## src/dda_pkg.sv

```systemverilog
// Shared types, constants and the control program of the DDA line rasterizer.
package dda_pkg;

	// Default configuration and parameter values.
	localparam int DDA_MAX_STEPS  = 64;
	localparam int DDA_FRAC_BITS  = 8;
	localparam logic [7:0] DDA_CELL_RESET = 8'd8;

	// Quotient bits of one increment: its magnitude stays below 2.0 in Q16.16.
	localparam int DDA_QBITS     = 17;
	localparam int DDA_DIV_CNT_W = $clog2(DDA_QBITS);

	// Program counter and program addresses.
	localparam int DDA_PC_W = 4;
	localparam logic [DDA_PC_W-1:0] PC_IDLE  = 4'd0;
	localparam logic [DDA_PC_W-1:0] PC_MUL0  = 4'd1;
	localparam logic [DDA_PC_W-1:0] PC_MUL1  = 4'd2;
	localparam logic [DDA_PC_W-1:0] PC_MUL2  = 4'd3;
	localparam logic [DDA_PC_W-1:0] PC_MUL3  = 4'd4;
	localparam logic [DDA_PC_W-1:0] PC_SPAN  = 4'd5;
	localparam logic [DDA_PC_W-1:0] PC_STEPS = 4'd6;
	localparam logic [DDA_PC_W-1:0] PC_INIT  = 4'd7;
	localparam logic [DDA_PC_W-1:0] PC_DIV   = 4'd8;
	localparam logic [DDA_PC_W-1:0] PC_EMIT  = 4'd9;

	// One line segment in map cells.
	typedef struct packed {
		logic [15:0] start_x;
		logic [15:0] start_y;
		logic [15:0] end_x;
		logic [15:0] end_y;
	} dda_in_t;

	// One plotted pixel.
	typedef struct packed {
		logic [15:0] pixel_x;
		logic [15:0] pixel_y;
		logic        last;
		logic        truncated;
	} dda_out_t;

	// Operand picked for the shared scaling multiplier.
	typedef enum logic [1:0] {
		MUL_SX,
		MUL_SY,
		MUL_EX,
		MUL_EY
	} dda_mul_sel_t;

	// Sequencer branch condition of a control word.
	typedef enum logic [2:0] {
		COND_NEXT,
		COND_JUMP,
		COND_WAIT_IN,
		COND_ZERO,
		COND_DIV,
		COND_EMIT
	} dda_cond_t;

	// One control word of the program.
	typedef struct packed {
		logic                acc_in;
		logic                mul_en;
		dda_mul_sel_t        mul_sel;
		logic                span_en;
		logic                steps_en;
		logic                init_en;
		logic                div_en;
		logic                emit_en;
		dda_cond_t           cond;
		logic [DDA_PC_W-1:0] target;
	} dda_ctl_t;

	// Control store: one word per program address.
	function automatic dda_ctl_t dda_ucode(input logic [DDA_PC_W-1:0] pc);
		dda_ctl_t w;
		w = '{acc_in: 1'b0, mul_en: 1'b0, mul_sel: MUL_SX, span_en: 1'b0,
			steps_en: 1'b0, init_en: 1'b0, div_en: 1'b0, emit_en: 1'b0,
			cond: COND_NEXT, target: PC_IDLE};
		unique case (pc)
			PC_IDLE: begin
				w.acc_in = 1'b1;
				w.cond   = COND_WAIT_IN;
			end
			PC_MUL0: begin
				w.mul_en  = 1'b1;
				w.mul_sel = MUL_SX;
			end
			PC_MUL1: begin
				w.mul_en  = 1'b1;
				w.mul_sel = MUL_SY;
			end
			PC_MUL2: begin
				w.mul_en  = 1'b1;
				w.mul_sel = MUL_EX;
			end
			PC_MUL3: begin
				w.mul_en  = 1'b1;
				w.mul_sel = MUL_EY;
			end
			PC_SPAN: begin
				w.span_en = 1'b1;
			end
			PC_STEPS: begin
				w.steps_en = 1'b1;
			end
			PC_INIT: begin
				w.init_en = 1'b1;
				w.cond    = COND_ZERO;
				w.target  = PC_IDLE;
			end
			PC_DIV: begin
				w.div_en = 1'b1;
				w.cond   = COND_DIV;
			end
			PC_EMIT: begin
				w.emit_en = 1'b1;
				w.cond    = COND_EMIT;
				w.target  = PC_IDLE;
			end
			default: begin
				w.cond   = COND_JUMP;
				w.target = PC_IDLE;
			end
		endcase
		return w;
	endfunction

endpackage

```

## src/dda_line_rasterizer.sv

```systemverilog
// DDA line rasterizer: microcoded sequencer, shared multiplier and divider, pixel output.

// Takes one line segment (start and end in map cells, unsigned with FRAC_BITS
// fraction bits), scales it by cell_pixels and emits one pixel per DDA step,
// rounded half up, from the start point up to but not including the end point.
// A line whose step count exceeds MAX_STEPS stops after MAX_STEPS pixels, the
// last carrying last = 1 and all carrying truncated = 1; a zero-step line gives
// nothing. Work runs one line at a time: setup (four scaling multiplies through
// one 16x8 multiplier, span, step count, divider load), a restoring divide that
// produces both increments side by side, then one pixel per cycle while
// out_ready is high. in_ready is high only between lines; the output register
// lets the last pixel wait while the next line is taken. The user must write
// cell_pixels through cfg_wr_en / cfg_wr_data only while the block is idle;
// the block itself does not enforce it.
module dda_line_rasterizer
	import dda_pkg::*;
#(
	parameter int MAX_STEPS = DDA_MAX_STEPS,
	parameter int FRAC_BITS = DDA_FRAC_BITS
) (
	input  logic     clk,
	input  logic     arst_n,
	input  logic     cfg_wr_en,
	input  logic [7:0] cfg_wr_data,
	input  logic     in_valid,
	output logic     in_ready,
	input  dda_in_t  in_data,
	output logic     out_valid,
	input  logic     out_ready,
	output dda_out_t out_data
);

	localparam int SHIFT  = 16 - FRAC_BITS;
	localparam int POS_W  = 24 + SHIFT;
	localparam int ACC_W  = (POS_W >= 32) ? POS_W + 1 : 33;
	localparam int STEP_W = 24 - FRAC_BITS;
	localparam int CNT_W  = $clog2(MAX_STEPS + 1);
	localparam int INC_W  = DDA_QBITS + 1;

	// Registers.
	logic [7:0]               cell_q;
	logic [DDA_PC_W-1:0]      pc_q, pc_next;
	dda_in_t                  in_q;
	logic [23:0]              sx_q, sy_q, ex_q, ey_q;
	logic [23:0]              adx_q, ady_q;
	logic                     neg_x_q, neg_y_q;
	logic [STEP_W-1:0]        steps_q;
	logic [STEP_W-1:0]        rem_x_q, rem_y_q;
	logic [DDA_QBITS-1:0]     dv_x_q, dv_y_q;
	logic [DDA_DIV_CNT_W-1:0] div_cnt_q;
	logic [CNT_W-1:0]         rem_cnt_q;
	logic                     cut_q;
	logic [ACC_W-1:0]         px_q, py_q;
	logic                     out_valid_q;
	dda_out_t                 out_q;

	// Combinational datapath signals.
	dda_ctl_t          ctl;
	logic [15:0]       mul_op;
	logic [23:0]       mul_prod;
	logic [STEP_W-1:0] tx, ty;
	logic [POS_W-1:0]  dividend_x, dividend_y;
	logic [STEP_W:0]   trial_x, trial_y;
	logic              ge_x, ge_y;
	logic [INC_W-1:0]  inc_x, inc_y;
	logic [ACC_W-1:0]  rnd_x, rnd_y;
	logic              slot_free, emit_fire;

	assign ctl       = dda_ucode(pc_q);
	assign in_ready  = ctl.acc_in;
	assign out_valid = out_valid_q;
	assign out_data  = out_q;
	assign slot_free = !out_valid_q || out_ready;
	assign emit_fire = ctl.emit_en && slot_free;

	// Cell size register.
	always_ff @(posedge clk or negedge arst_n) begin
		if (!arst_n) begin
			cell_q <= DDA_CELL_RESET;
		end else if (cfg_wr_en) begin
			cell_q <= cfg_wr_data;
		end
	end

	// Sequencer program counter.
	always_ff @(posedge clk or negedge arst_n) begin
		if (!arst_n) begin
			pc_q <= PC_IDLE;
		end else begin
			pc_q <= pc_next;
		end
	end

	// Branch decode of the current control word.
	always_comb begin
		pc_next = pc_q + DDA_PC_W'(1);
		unique case (ctl.cond)
			COND_NEXT:    pc_next = pc_q + DDA_PC_W'(1);
			COND_JUMP:    pc_next = ctl.target;
			COND_WAIT_IN: pc_next = in_valid ? pc_q + DDA_PC_W'(1) : pc_q;
			COND_ZERO:    pc_next = (steps_q == '0) ? ctl.target : pc_q + DDA_PC_W'(1);
			COND_DIV:     pc_next = (div_cnt_q == '0) ? pc_q + DDA_PC_W'(1) : pc_q;
			COND_EMIT:    pc_next = (emit_fire && rem_cnt_q == CNT_W'(1)) ? ctl.target : pc_q;
			default:      pc_next = PC_IDLE;
		endcase
	end

	// Shared scaling multiplier: one coordinate times the cell size per step.
	always_comb begin
		case (ctl.mul_sel)
			MUL_SX:  mul_op = in_q.start_x;
			MUL_SY:  mul_op = in_q.start_y;
			MUL_EX:  mul_op = in_q.end_x;
			MUL_EY:  mul_op = in_q.end_y;
			default: mul_op = in_q.start_x;
		endcase
		mul_prod = {8'd0, mul_op} * {16'd0, cell_q};
	end

	// Truncated spans, divider operands and one restoring divide step per axis.
	assign tx         = adx_q[23:FRAC_BITS];
	assign ty         = ady_q[23:FRAC_BITS];
	assign dividend_x = POS_W'(adx_q) << SHIFT;
	assign dividend_y = POS_W'(ady_q) << SHIFT;
	assign trial_x    = {rem_x_q, dv_x_q[DDA_QBITS-1]};
	assign trial_y    = {rem_y_q, dv_y_q[DDA_QBITS-1]};
	assign ge_x       = trial_x >= {1'b0, steps_q};
	assign ge_y       = trial_y >= {1'b0, steps_q};

	// Signed increments and rounded pixel positions.
	assign inc_x = neg_x_q ? -{1'b0, dv_x_q} : {1'b0, dv_x_q};
	assign inc_y = neg_y_q ? -{1'b0, dv_y_q} : {1'b0, dv_y_q};
	assign rnd_x = px_q + ACC_W'(32768);
	assign rnd_y = py_q + ACC_W'(32768);

	// Datapath registers, each loaded by its control word field.
	always_ff @(posedge clk) begin
		if (ctl.acc_in && in_valid) begin
			in_q <= in_data;
		end
		if (ctl.mul_en) begin
			case (ctl.mul_sel)
				MUL_SX:  sx_q <= mul_prod;
				MUL_SY:  sy_q <= mul_prod;
				MUL_EX:  ex_q <= mul_prod;
				MUL_EY:  ey_q <= mul_prod;
				default: sx_q <= mul_prod;
			endcase
		end
		if (ctl.span_en) begin
			neg_x_q <= ex_q < sx_q;
			neg_y_q <= ey_q < sy_q;
			adx_q   <= (ex_q >= sx_q) ? ex_q - sx_q : sx_q - ex_q;
			ady_q   <= (ey_q >= sy_q) ? ey_q - sy_q : sy_q - ey_q;
		end
		if (ctl.steps_en) begin
			steps_q <= (tx > ty) ? tx : ty;
		end
		if (ctl.init_en) begin
			// The quotient fits 17 bits, so the dividend's upper part is below the divisor.
			rem_x_q <= STEP_W'(dividend_x >> DDA_QBITS);
			rem_y_q <= STEP_W'(dividend_y >> DDA_QBITS);
			dv_x_q  <= dividend_x[DDA_QBITS-1:0];
			dv_y_q  <= dividend_y[DDA_QBITS-1:0];
			px_q    <= ACC_W'(sx_q) << SHIFT;
			py_q    <= ACC_W'(sy_q) << SHIFT;
			cut_q   <= steps_q > STEP_W'(MAX_STEPS);
		end
		if (ctl.div_en) begin
			rem_x_q <= ge_x ? STEP_W'(trial_x - {1'b0, steps_q}) : STEP_W'(trial_x);
			rem_y_q <= ge_y ? STEP_W'(trial_y - {1'b0, steps_q}) : STEP_W'(trial_y);
			dv_x_q  <= {dv_x_q[DDA_QBITS-2:0], ge_x};
			dv_y_q  <= {dv_y_q[DDA_QBITS-2:0], ge_y};
		end
		if (emit_fire) begin
			out_q.pixel_x   <= rnd_x[31:16];
			out_q.pixel_y   <= rnd_y[31:16];
			out_q.last      <= rem_cnt_q == CNT_W'(1);
			out_q.truncated <= cut_q;
			px_q            <= px_q + {{(ACC_W-INC_W){inc_x[INC_W-1]}}, inc_x};
			py_q            <= py_q + {{(ACC_W-INC_W){inc_y[INC_W-1]}}, inc_y};
		end
	end

	// Loop counters of the divide and the pixel emission.
	always_ff @(posedge clk or negedge arst_n) begin
		if (!arst_n) begin
			div_cnt_q <= '0;
			rem_cnt_q <= '0;
		end else begin
			if (ctl.init_en) begin
				div_cnt_q <= DDA_DIV_CNT_W'(DDA_QBITS - 1);
				rem_cnt_q <= (steps_q > STEP_W'(MAX_STEPS)) ? CNT_W'(MAX_STEPS)
					: CNT_W'(steps_q);
			end else if (ctl.div_en && div_cnt_q != '0) begin
				div_cnt_q <= div_cnt_q - DDA_DIV_CNT_W'(1);
			end
			if (emit_fire) begin
				rem_cnt_q <= rem_cnt_q - CNT_W'(1);
			end
		end
	end

	// Output register: filled by an emission, emptied by a transfer.
	always_ff @(posedge clk or negedge arst_n) begin
		if (!arst_n) begin
			out_valid_q <= 1'b0;
		end else if (emit_fire) begin
			out_valid_q <= 1'b1;
		end else if (out_ready) begin
			out_valid_q <= 1'b0;
		end
	end

	// The divisor is never zero while dividing.
	assert property (@(posedge clk) disable iff (!arst_n)
		(pc_q == PC_DIV) |-> (steps_q != '0))
		else $error("divide entered with zero step count");

	// The partial remainders stay below the divisor during the divide.
	assert property (@(posedge clk) disable iff (!arst_n)
		(pc_q == PC_DIV) |-> (rem_x_q < steps_q && rem_y_q < steps_q))
		else $error("divide remainder out of range");

	// The emission loop always has a pixel left to send.
	assert property (@(posedge clk) disable iff (!arst_n)
		(pc_q == PC_EMIT) |-> (rem_cnt_q != '0))
		else $error("emission loop with no pixels left");

	// A transfer marked last leaves the sequencer outside the emission loop.
	assert property (@(posedge clk) disable iff (!arst_n)
		(emit_fire && rem_cnt_q == CNT_W'(1)) |=> (pc_q == PC_IDLE && out_data.last))
		else $error("last pixel not followed by return to idle");

endmodule

```

## config.mk

```make
export PLATFORM = sky130hd
export DESIGN_NAME = dda_line_rasterizer
export DESIGN_NICKNAME = d
export VERILOG_FILES = /design/src/dda_pkg.sv /design/src/dda_line_rasterizer.sv
export SDC_FILE = /design/constraint.sdc
export NUM_CORES = 1
export LEC_CHECK = 0
export BUFFER_PORTS_ARGS = -buffer_cell sky130_fd_sc_hd__buf_4
export CORE_MARGIN = 10
export CORE_UTILIZATION = 35
export CTS_CLUSTER_DIAMETER = 120
export DETAILED_ROUTE_END_ITERATION = 7
export PLACE_DENSITY_LB_ADDON = 0.05
export SLEW_MARGIN = 20
export SYNTH_ARGS = -nofsm -noshare
export SYNTH_HDL_FRONTEND = slang
export SYNTH_SLANG_ARGS = --single-unit
```

## constraint.sdc

```tcl
create_clock -name clk -period 9.4 [get_ports clk]
set_input_delay 0 -clock clk [delete_from_list [all_inputs] [get_ports clk]]
set_output_delay 0 -clock clk [all_outputs]
set_load 0.05 [all_outputs]
```

# Word-level counts from Yosys, hierarchy flattened
# Cells that the tools add are included.
# W data, S select, Z words.
# classes
add_sub_neg	15
n_mul	1
div_mod_pow	0
n_lt_le_gt_ge	8
n_eq_ne	20
shift	0
mux	40
bitwise	0
reduce_logical	22
# ops
cell	n
$mux W33	4
$mux W16	7
$sub A24 B24 Y24	4
$mux W17	4
$add A33 B33 Y33	2
$add A32 B16 Y32 const B	2
$pmux W16 S4	1
$ge A24 B24 Y1	2
$lt A24 B24 Y1	2
$mux W24	2
$mux W18	2
$neg A17 Y18	2
$ge A17 B16 Y1	2
$sub A16 B16 Y16	2
$mul A16 B8 Y24	1
$mux W7	3
$pmux W4 S5	1
$eq A4 B3 Y1 const B	4
$gt A16 B16 Y1	1
$gt A16 B7 Y1 const B	1
$logic_not A16 Y1	1
$mux W4	4
$pmux W3 S5	1
$pmux W3 S4	1
26 further kinds	50
# totals
regBits	418
latchBits	0
ram_bits	0
mem_bits_ro	0
input_bits	77
out_inout_bits	36
wordCells	135
memories	0

# Depth between registers and ports, before layout
# Gate-level depths: netlist of the first run.
# logic_depth
word_depth	6
depth_mapped	28
depth_no_buf	25

# Least setup slack after synthesis of the first run
# OpenSTA, ideal clock, no wires.
# synth_path
path_type	reg-to-reg
startpoint	reg pc_q[0]
endpoint	reg ex_q[23], data pin
setup_ns	0.273
t_arrival_ns	6.730
required_ns	9.127
slack_ns	2.397
path_stages_with_launch	24
n_path_buf	1
period_less_slack_ns	7.003
path_cell_list	dfrtp_1 inv_1 ha_1 nor4b_2 clkbuf_1 a222oi_1 a21oi_1 and2_1 fa_1 inv_1 fa_1 fa_1 fa_1 inv_1 ha_1 o21a_1 o31a_1 o21ai_0 a211o_1 a311oi_1 a2111oi_0 o21bai_1 a21oi_1 xnor2_1
# synth_between
elab_chain_len	5
elab_cells_between_ends	11
cone_classes	mul: 1; eq/ne: 7; mux: 2; reduce/logical: 1
# synth_rtl
element	line	source
from (decl)	dda_line_rasterizer.sv:42	logic [DDA_PC_W-1:0] pc_q, pc_next;
from (signal assigned)	dda_line_rasterizer.sv:90	pc_q <= pc_next;
$eq A4 B3 Y1 (tied with other cells)	dda_pkg.sv:80	unique case (pc)
$pmux W3 S4 *	dda_pkg.sv:80	
$eq A2 B2 Y1 (tied with other cells)	dda_line_rasterizer.sv:110	case (ctl.mul_sel)
$pmux W16 S4 *	dda_line_rasterizer.sv:110	
$mul A16 B8 Y24 *	dda_line_rasterizer.sv:117	mul_prod = {8'd0, mul_op} * {16'd0, cell_q};
via mul_prod[23]	dda_line_rasterizer.sv:60	logic [23:0] mul_prod;
to (signal assigned)	dda_line_rasterizer.sv:145	MUL_EX: ex_q <= mul_prod;
to (decl)	dda_line_rasterizer.sv:44	logic [23:0] sx_q, sy_q, ex_q, ey_q;
# Mark *: on every way through the listed nets, which the timed path passes. The rest lies on a longest branch.
# A chain may end at the register's enable or synchronous reset.

# Worst setup path after layout of the first run
# Same ends and word-level chain as after synthesis.

==> impl_metrics.yaml, run 1 <==
floorplanning:
  die_h_um: 315.7
  pin_count: 113
  rows: 108
  dieArea_mm2: 0.09969
  die_w_um: 315.7
  coreArea_mm2: 0.08675
  start_util: 0.3529
synth:
  synth_edf_count: 391
  yosysTopAreaCell: "edfxtp_1"
  ys.warnings.count: 0
  synthXorXnorAreaFrac: 0.05804
  yosys.cell_types.count: 83
  netlist_top_cells_count: "edfxtp_1 (391), nand2_1 (332), inv_1 (285)"
  synth_nets: 3518
  synth_compound_area_frac: 0.1583
  netlist_top_cells_area: "edfxtp_1 (38%), ha_1 (11%), fa_1 (6.0%)"
  synth_top_area_share: 0.3836
  synth_top_family_by_area: "adder cells"
  synthFlopType: "edfxtp_1"
  yosysSeqAreaShare: 0.4040
  synthMuxAreaShare: 0.02134
  synthSimpleGateAreaFrac: 0.1417
  async_reset_ff_frac: 0.06010
  ys_seq_elements: 416
  avgSynthCellArea_um2: 9.910
  synth_cells: 3089
  synth_adder_area_share: 0.1664
  synth_area_mm2: 0.03061
  synth_most_common_cell: "edfxtp_1"
grt:
  grtUsageMet2: 0.2920
  gr-total-overflow: 0
  antenna_found_initial: 2
  grt_pass1_wl_um: 141900
  busiest_layer: "met2"
  grt_max_degree: 67
  grt_pass1_vias: 23500
  grt_usage: 0.1817
  use_met3: 0.02396
  grt_use_met1: 0.2578
setup_path:
  critPathLaunchType: "flop"
  crit_type: "reg -> reg"
  end_kind: "flop"
  cp.arrival_ns: 8.07
  required_ns: 9.77
  crit_path_max_fanout: 21
finish:
  fin_nets: 3683
  drive_above_1_share: 0.07951
  syn_to_final_growth_pct: 14.98
  post-route-util: 0.4057
sta:
  final_max_slew_viol_count: 0
  finalCritPeriodShare: 0.8194
  timing.fmax_mhz: 129.8
  skew_ns: 0.03850
  slew-limit-headroom: 0.2881
  finalCriticalPeriod_ns: 7.702
  fin_ws_ns: 1.698
  finalSetupViolations: 0
  tns_ns: 0
  rsz0062_at_grt: "no"
  final_hold_viol_count: 0
  worst_pin_slew_ns: 1.066
placed_design:
  place_ws_ns: 1.719
  gp_congestion: 0.8891
  place_hpwl_um: 71050
  io_buffers: 112
clock_network:
  clockRootBuffer: "clkbuf_16"
  cts-resized-gates: 0
  clock-sinks: 416
  cts.clk_slew.worst_paths_ns: 0.06
  post-cts-setup-buffers: 0
  cts_max_path_buffers: 3
  cts_tree: "built"
  cts_hold_buf: 85
  clk_latency_ns: 0.62
  cts_buffers: 53
  h-tree-depth: 2
routing:
  via_per_inst: 5.293
  first_pass_iters: 6
  first_iter_violations: 1700
  routed_wl_um: 92420
  remaining_drc_errors: 0
  vias: 23560
  ant_nets: 0
  post_drt_wl_per_cell_um: 20.76
flow_run:
  maxCapViolations: 0
min_path:
  hp-class: "in -> reg"
outcome:
  status: "finished clean"
routing by layer:
| metal | routed length, µm | share of wire |
|---|---|---|
| met1 | 43880 | 0.47 |
| met2 | 42770 | 0.46 |
| met3 | 3926 | 0.042 |
| met4 | 1837 | 0.020 |
| met5 | 0 | 0 |
cells by family (layout without fill, tap and decap cells):
family / Yosys count / count (layout)
fa+ha+maj: 352 / 352
xor+xnor: 202 / 202
buf+inv: 394 / 600
other cells: 0 / 2
simple gates: 899 / 899
mux: 63 / 63
compound gates: 763 / 763
flops: 416 / 416
sequential cells by signal, summed over array words and instances (netlist names):
| name | flops |
|---|---|
| in_q | 64 |
| out_data | 34 |
| px_q | 32 |
| py_q | 32 |
| adx_q | 24 |
| ady_q | 24 |
| ex_q | 24 |
| ey_q | 24 |
| sx_q | 24 |
| sy_q | 24 |
| dv_x_q | 17 |
| dv_y_q | 17 |
| rem_x_q | 16 |
| rem_y_q | 16 |
| steps_q | 16 |
| cell_q | 8 |
| rem_cnt_q | 7 |
| div_cnt_q | 5 |
| pc_q | 4 |
| cut_q | 1 |
| neg_x_q | 1 |
| neg_y_q | 1 |
| out_valid | 1 |
placed cells by master (no fill, tap or decap), drive strengths merged, types with 72 or more instances in the layout:
cell,count
o21ai,198
ha,260
xnor2,130
nor2,152
buf,135
a21o,101
nand3,72
fa,92
dlygate4sd3,84
edfxtp,391
xor2,72
inv,286
and2,122
nand2,333
a21oi,218
stage by stage:
stage | hold slack, ns | instances | area [µm²]
final | 0.1287 | 4452 | 35200
after global routing | 0.1086 | 4451 | 35190
after floorplan | -0.2956 | 3089 | 30610
after CTS | 0.08524 | 4450 | 35190
after detailed placement | -0.03536 | 4269 | 32670
after global placement | -0.03833 | 4269 | 32670
final cells by class:
type	instances	area, µm²
fillers	8567	51560
multi-input cells	2279	16780
flip-flops and latches	416	12370
repair buffers	219	1867
well taps	1155	1445
clock buffers	64	1389
inverters	285	1070
clock inverters	32	271.5
diodes	2	5.005
worst paths after layout:
path,depth (start not counted),to,slack [ns],startpoint
worst max-delay path,24,ex_q[23]$_DFFE_PP_,1.70,pc_q[0]$_DFFE_PN0P_
worst min-delay path,2,in_q[30]$_DFFE_PP_,0.13,in_data[30]
worst max register to register,24,ex_q[23]$_DFFE_PP_,1.70,pc_q[0]$_DFFE_PN0P_
worst min register to register,0,out_data[0]$_DFFE_PP_,0.42,cut_q$_DFFE_PP_
max in group asynchronous,4,cell_q[0]$_DFFE_PN0P_,8.72,arst_n
min in group asynchronous,4,out_valid$_DFFE_PN0P_,0.49,arst_n
worst max-delay path: stages, from the launching register on:
cell and delay [ns]:
dfrtp_1 0.42, inv_1 0.13, ha_1 0.32, o21bai_1 0.14, a21oi_2 0.72, buf_4 0.30
nor2_1 0.05, a21oi_1 0.48, and2_1 0.23, fa_1 0.40, inv_1 0.08, fa_1 0.44
fa_1 0.52, fa_1 0.54, inv_1 0.05, ha_1 0.34, o21a_1 0.15, o31a_1 0.16
o21ai_0 0.12, a211o_1 0.35, a311oi_1 0.67, a2111oi_0 0.26, o21bai_1 0.19, a21oi_1 0.09
xnor2_1 0.30
Power of run 1 is left out: the tool's default activity adds up to more than one toggle a clock period on the data nets, which glitch-free logic cannot reach.
==> run 2, diff against run 1 <==
Clock period 9.4 ns to 6.6 ns, I/O delays scaled along.
==> run 2 against run 1 <==
  * Via count is 1.4% higher
  * Hold slack worse by 0.016 ns
  * Final area is 2.5% higher
  * Critical path depth is 1 higher
  * Global-route usage is 0.45 points higher
  * Critical endpoint is now ex_q[21]$_DFFE_PP_
  * Largest cell class unchanged
==> impl_metrics.yaml, run 2 (synthesized netlist as in run 1, its figures left out) <==
sta:
  finalCritPeriodShare: 0.9568
  timing.fmax_mhz: 158.4
  worst_pin_slew_ns: 1.052
  tns_ns: 0
  skew_ns: 0.03434
  fin_ws_ns: 0.2853
  final_hold_viol_count: 0
  slew-limit-headroom: 0.2936
  finalSetupViolations: 0
  finalCriticalPeriod_ns: 6.315
  final_max_slew_viol_count: 0
min_path:
  whs_path_depth: 2
  min_from: "in_data[29]"
  holdPathEnd: "in_q[29]$_DFFE_PP_"
  hp-class: "in -> reg"
outcome:
  status: "finished clean"
clock_network:
  cts.clk_slew.worst_paths_ns: 0.06
  cts_tree: "built"
  cts_max_path_buffers: 3
  h-tree-depth: 2
  clk_latency_ns: 0.63
  clockRootBuffer: "clkbuf_16"
  cts_buffers: 52
  clock-sinks: 416
routing:
  routed_wl_um: 94630
  ant_nets: 0
  first_iter_violations: 1834
  post_drt_wl_per_cell_um: 20.97
  via_per_inst: 5.295
  vias: 23890
  first_pass_iters: 6
  remaining_drc_errors: 0
grt:
  grt_max_degree: 66
  grtUsageMet2: 0.3039
  busiest_layer: "met2"
  use_met3: 0.03075
  gr-total-overflow: 0
  grt_pass1_vias: 23810
  grt_pass1_wl_um: 143900
  grt_use_met1: 0.2515
  antenna_found_initial: 4
  grt_usage: 0.1862
floorplanning:
  die_h_um: 315.7
  pin_count: 113
  rows: 108
  dieArea_mm2: 0.09969
  die_w_um: 315.7
  coreArea_mm2: 0.08675
  start_util: 0.3529
placed_design:
  dp.cells: 4316
  place_ws_ns: -0.04238
  gp_congestion: 0.9060
  io_buffers: 112
  place_hpwl_um: 73590
finish:
  final_cell_mix: "edfxtp_1 (391), nand2_1 (327), inv_1 (283), ha_1 (255), a21oi_1 (208)"
  fin_cells: 4512
  fin_nets: 3742
  largest_register: "in_q"
  syn_to_final_growth_pct: 17.81
  mostFrequentLayoutCell: "edfxtp_1"
  drive_above_1_share: 0.1073
  largest_register_ff_count: 64
setup_path:
  cp.arrival_ns: 6.67
  worstReg2RegEnd: "ex_q[21]$_DFFE_PP_"
  ff2ff_path_depth: 25
  crit_type: "reg -> reg"
  end_kind: "flop"
  crit_path_max_fanout: 6
  rrSetupSlack_ns: 0.29
  required_ns: 6.96
  rr_startpoint: "pc_q[0]$_DFFE_PN0P_"
  critPathLaunchType: "flop"
flow_run:
  maxCapViolations: 0
==> run 2: cell count changes in the layout (fill, tap and decap cells not counted), moves of 3 or more <==
cell,change
bufinv_16,+7
clkinv_4,+3
ha_1,-5
buf_12,+4
o21ai_0,-3
a21oi_1,-6
buf_4,+54
clkinv_1,-8
ha_2,+4
a21oi_2,+6
xnor2_2,+5
xnor2_1,-5
==> run 2: worst max path at each step <==
| stage | endpoint | startpoint |
|---|---|---|
| floorplan | ex_q[23]$_DFFE_PP_ | pc_q[0]$_DFFE_PN0P_ |
| global placement | ey_q[23]$_DFFE_PP_ | pc_q[0]$_DFFE_PN0P_ |
| detailed placement | sy_q[23]$_DFFE_PP_ | pc_q[1]$_DFFE_PN0P_ |
| CTS | sx_q[23]$_DFFE_PP_ | pc_q[1]$_DFFE_PN0P_ |
| global route | sy_q[16]$_DFFE_PP_ | pc_q[0]$_DFFE_PN0P_ |
| finish | ex_q[21]$_DFFE_PP_ | pc_q[0]$_DFFE_PN0P_ |
==> run 2: through the flow <==
| stage | utilization | hold slack, ns | instance area [µm²] |
|---|---|---|---|
| floorplan | - | -0.2956 | 30620 |
| global placement | 0.3812 | -0.03908 | 33070 |
| detailed placement | 0.3812 | -0.03737 | 33070 |
| CTS | 0.4129 | 0.06831 | 35820 |
| global route | 0.4157 | 0.09506 | 36060 |
| finish | 0.4157 | 0.1125 | 36060 |
==> run 2: worst max-delay path, cell delays in order (launching register included) <==
cell and delay (ns):
dfrtp_1 0.41, ha_2 0.21, nor2b_4 0.16, a21oi_1 0.05, or2_4 0.30, buf_4 0.17
a222oi_1 0.24, a21oi_1 0.13, buf_4 0.17, buf_4 0.13, and2_1 0.16, fa_1 0.55
fa_1 0.44, fa_1 0.54, inv_1 0.05, fa_1 0.53, inv_1 0.04, ha_1 0.30
a21o_1 0.16, a21oi_1 0.24, a311oi_2 0.14, buf_4 0.18, buf_4 0.13, a211o_1 0.25
a21oi_1 0.23, xnor2_2 0.13
==> run 2: cell type report <==
| type | instances | area, µm² |
|---|---|---|
| clock buffers | 64 | 1399 |
| diodes | 1 | 2.502 |
| clock inverters | 33 | 475.5 |
| repair buffers | 279 | 2389 |
| flip-flops and latches | 416 | 12370 |
| inverters | 285 | 1070 |
| multi-input cells | 2279 | 16920 |
| well taps | 1155 | 1445 |
| fillers | 8499 | 50690 |
==> run 2: repair_timing <==
item	in CTS	in global routing
gates resized for setup	3	33
gates cloned	0	1
hold buffers	85	0
buffers inserted	0	12
pin swaps	0	28
endpoints found under the hold margin	99	0
setup endpoints to repair	8	40
==> run 2: metal layers <==
metal / up-vias / wire length [µm]
met4: 2 / 2696
met3: 118 / 4754
li1: 11480 / -
met1: 11760 / 42930
met2: 530 / 44230
met5: - / 13
Power of run 2 is left out for the same reason.
==> run 3, diff against run 2 <==
Settings changed: ABC_AREA set to 1, CAP_MARGIN set to 20.
==> run 3 against run 2 <==
  * Clock-buffer cell count is 5 lower
  * Register-to-register slack better by 0.32 ns
  * Highest routed layer is now met4
  * Clock skew is 0.0012 ns higher
  * Critical path type unchanged
  * Maximum frequency is 5.4% higher
==> impl_metrics.yaml, run 3 <==
outcome:
  status: "finished clean"
setup_path:
  worst_path_most_repeated_cell: "nand2_1"
  critPathLaunchType: "flop"
  end_kind: "flop"
  crit_type: "reg -> reg"
  critPathSlowestCell: "fa_1"
  cp.arrival_ns: 6.41
  cp_slowest_stage_delay_ns: 0.55
  crit_path_max_fanout: 17
  required_ns: 7.02
  crit_family: "adder cells"
  cp_num_buf_inv: 6
sta:
  rsz0062_at_grt: "no"
  final_max_slew_viol_count: 0
  finalCritPeriodShare: 0.9080
  tns_ns: 0
  timing.fmax_mhz: 166.9
  holdWs_ns: 0.08618
  finalSetupViolations: 0
  slew-limit-headroom: 0.2855
  skew_ns: 0.03550
  worst_pin_slew_ns: 1.071
  finalCriticalPeriod_ns: 5.993
  final_hold_viol_count: 0
synth:
  ys_seq_elements: 416
  synthMuxAreaShare: 0
  synthXorXnorAreaFrac: 0.03728
  avgSynthCellArea_um2: 7.294
  ys.warnings.count: 0
  yosys.cell_types.count: 54
  synth_cells: 4832
  synth_nets: 5261
  synth_adder_area_share: 0.1446
  netlist_top_cells_count: "nand2_1 (1647), inv_1 (873), nor2_1 (414)"
  yosysTopAreaCell: "edfxtp_1"
  synth_most_common_cell: "nand2_1"
  netlist_top_cells_area: "edfxtp_1 (33%), nand2_1 (18%), inv_1 (9.3%)"
  synth_area_mm2: 0.03524
  synth_top_family_by_area: "simple AND/OR/NAND/NOR gates"
  synth_top_area_share: 0.3332
  synth_compound_area_frac: 0.05769
  synth_edf_count: 391
  synthSimpleGateAreaFrac: 0.3018
  async_reset_ff_frac: 0.06010
  synthFlopType: "edfxtp_1"
  yosysSeqAreaShare: 0.3509
finish:
  fin_cells: 6367
  final_cell_mix: "nand2_1 (1646), inv_1 (871), nor2_1 (410), edfxtp_1 (391), nand3_1 (278)"
  fin_nets: 5454
  largest_register: "in_q"
  drive_above_1_share: 0.06155
  largest_register_ff_count: 64
  mostFrequentLayoutCell: "nand2_1"
  post-route-util: 0.4029
  num_antenna_cells: 0
  syn_to_final_growth_pct: 14.33
clock_network:
  cts_tree: "built"
  cts_max_path_buffers: 3
  cts.clk_slew.worst_paths_ns: 0.06
  post-cts-setup-buffers: 0
  clk_latency_ns: 0.65
  h-tree-depth: 2
  clockRootBuffer: "clkbuf_16"
  cts_buffers: 53
  clock-sinks: 416
min_path:
  hp-class: "in -> reg"
floorplanning:
  start_util: 0.3524
  pin_count: 113
  coreArea_mm2: 0.1000
  die_w_um: 337.3
  rows: 116
  dieArea_mm2: 0.1138
  die_h_um: 337.3
routing:
  ant_nets: 0
  via_per_inst: 4.765
  post_drt_wl_per_cell_um: 18.05
  first_iter_violations: 2068
  remaining_drc_errors: 0
  routed_wl_um: 114900
  first_pass_iters: 5
  vias: 30340
grt:
  antenna_found_initial: 4
  grt_usage: 0.2015
  gr-total-overflow: 0
  grt_pass1_vias: 29800
  grt_max_degree: 82
  grt_pass1_wl_um: 177300
flow_run:
  maxCapViolations: 0
placed_design:
  gp_congestion: 0.8995
  io_buffers: 112
  place_hpwl_um: 91800
  dp.cells: 6175
-- run 3: logic make-up after synthesis --
group                      Yosys count
DFF                                416
buffers and inverters              973
and+or+nand+nor                   2561
AOI/OAI and AO/OA                  380
adders and majority gates          352
xor gates and xnor gates           150
-- run 3: what timing repair did --
action,4_1_cts,5_1_grt
resized for setup,0,2
setup endpoints to repair,0,4
hold buffers,93,0
hold endpoints to repair,102,0
-- run 3: path summary, 6_finish.rpt --
| kind | start | end | slack, ns | cells past startpoint |
|---|---|---|---|---|
| worst max-delay path | pc_q[0]$_DFFE_PN0P_ | ey_q[16]$_DFFE_PP_ | 0.61 | 28 |
| worst min-delay path | in_data[0] | in_q[0]$_DFFE_PP_ | 0.09 | 2 |
| worst max register to register | pc_q[0]$_DFFE_PN0P_ | ey_q[16]$_DFFE_PP_ | 0.61 | 28 |
| worst min register to register | cut_q$_DFFE_PP_ | out_data[0]$_DFFE_PP_ | 0.43 | 0 |
| max in group asynchronous | arst_n | rem_cnt_q[0]$_DFFE_PN0P_ | 5.94 | 4 |
| min in group asynchronous | arst_n | out_valid$_DFFE_PN0P_ | 0.48 | 4 |
-- run 3: worst reg2reg max path, delay by kind of cell, from the launching register on --
| kind | cells | cell delay (ns) |
|---|---|---|
| buf+inv | 6 | 0.57 |
| xor+xnor | 1 | 0.29 |
| fa+ha+maj | 6 | 2.69 |
| simple gates | 15 | 1.80 |
| flops | 1 | 0.42 |
-- run 3: metal layers --
layer,GRT usage,part of all wire
met5,0,0
met4,0.03385,0.014
met3,0.02210,0.032
met2,0.3402,0.47
met1,0.2790,0.48
-- run 3: cell type report --
type	count	area, µm²
fillers	10570	59710
multi-input cells	3443	19130
flip-flops and latches	416	12370
inverters	887	3332
repair buffers	224	1924
well taps	1298	1624
clock buffers	59	1391
clock inverters	40	520.5
-- run 3: through the flow --
stage                     area (µm²)  worst slack, ns
final                          40290           0.6069
after global routing           40290          0.09935
after CTS                      40280           0.4825
after detailed placement       37430           0.5066
after global placement         37430           0.6084
after floorplan                35240            1.150
Power of run 3 is left out for the same reason.
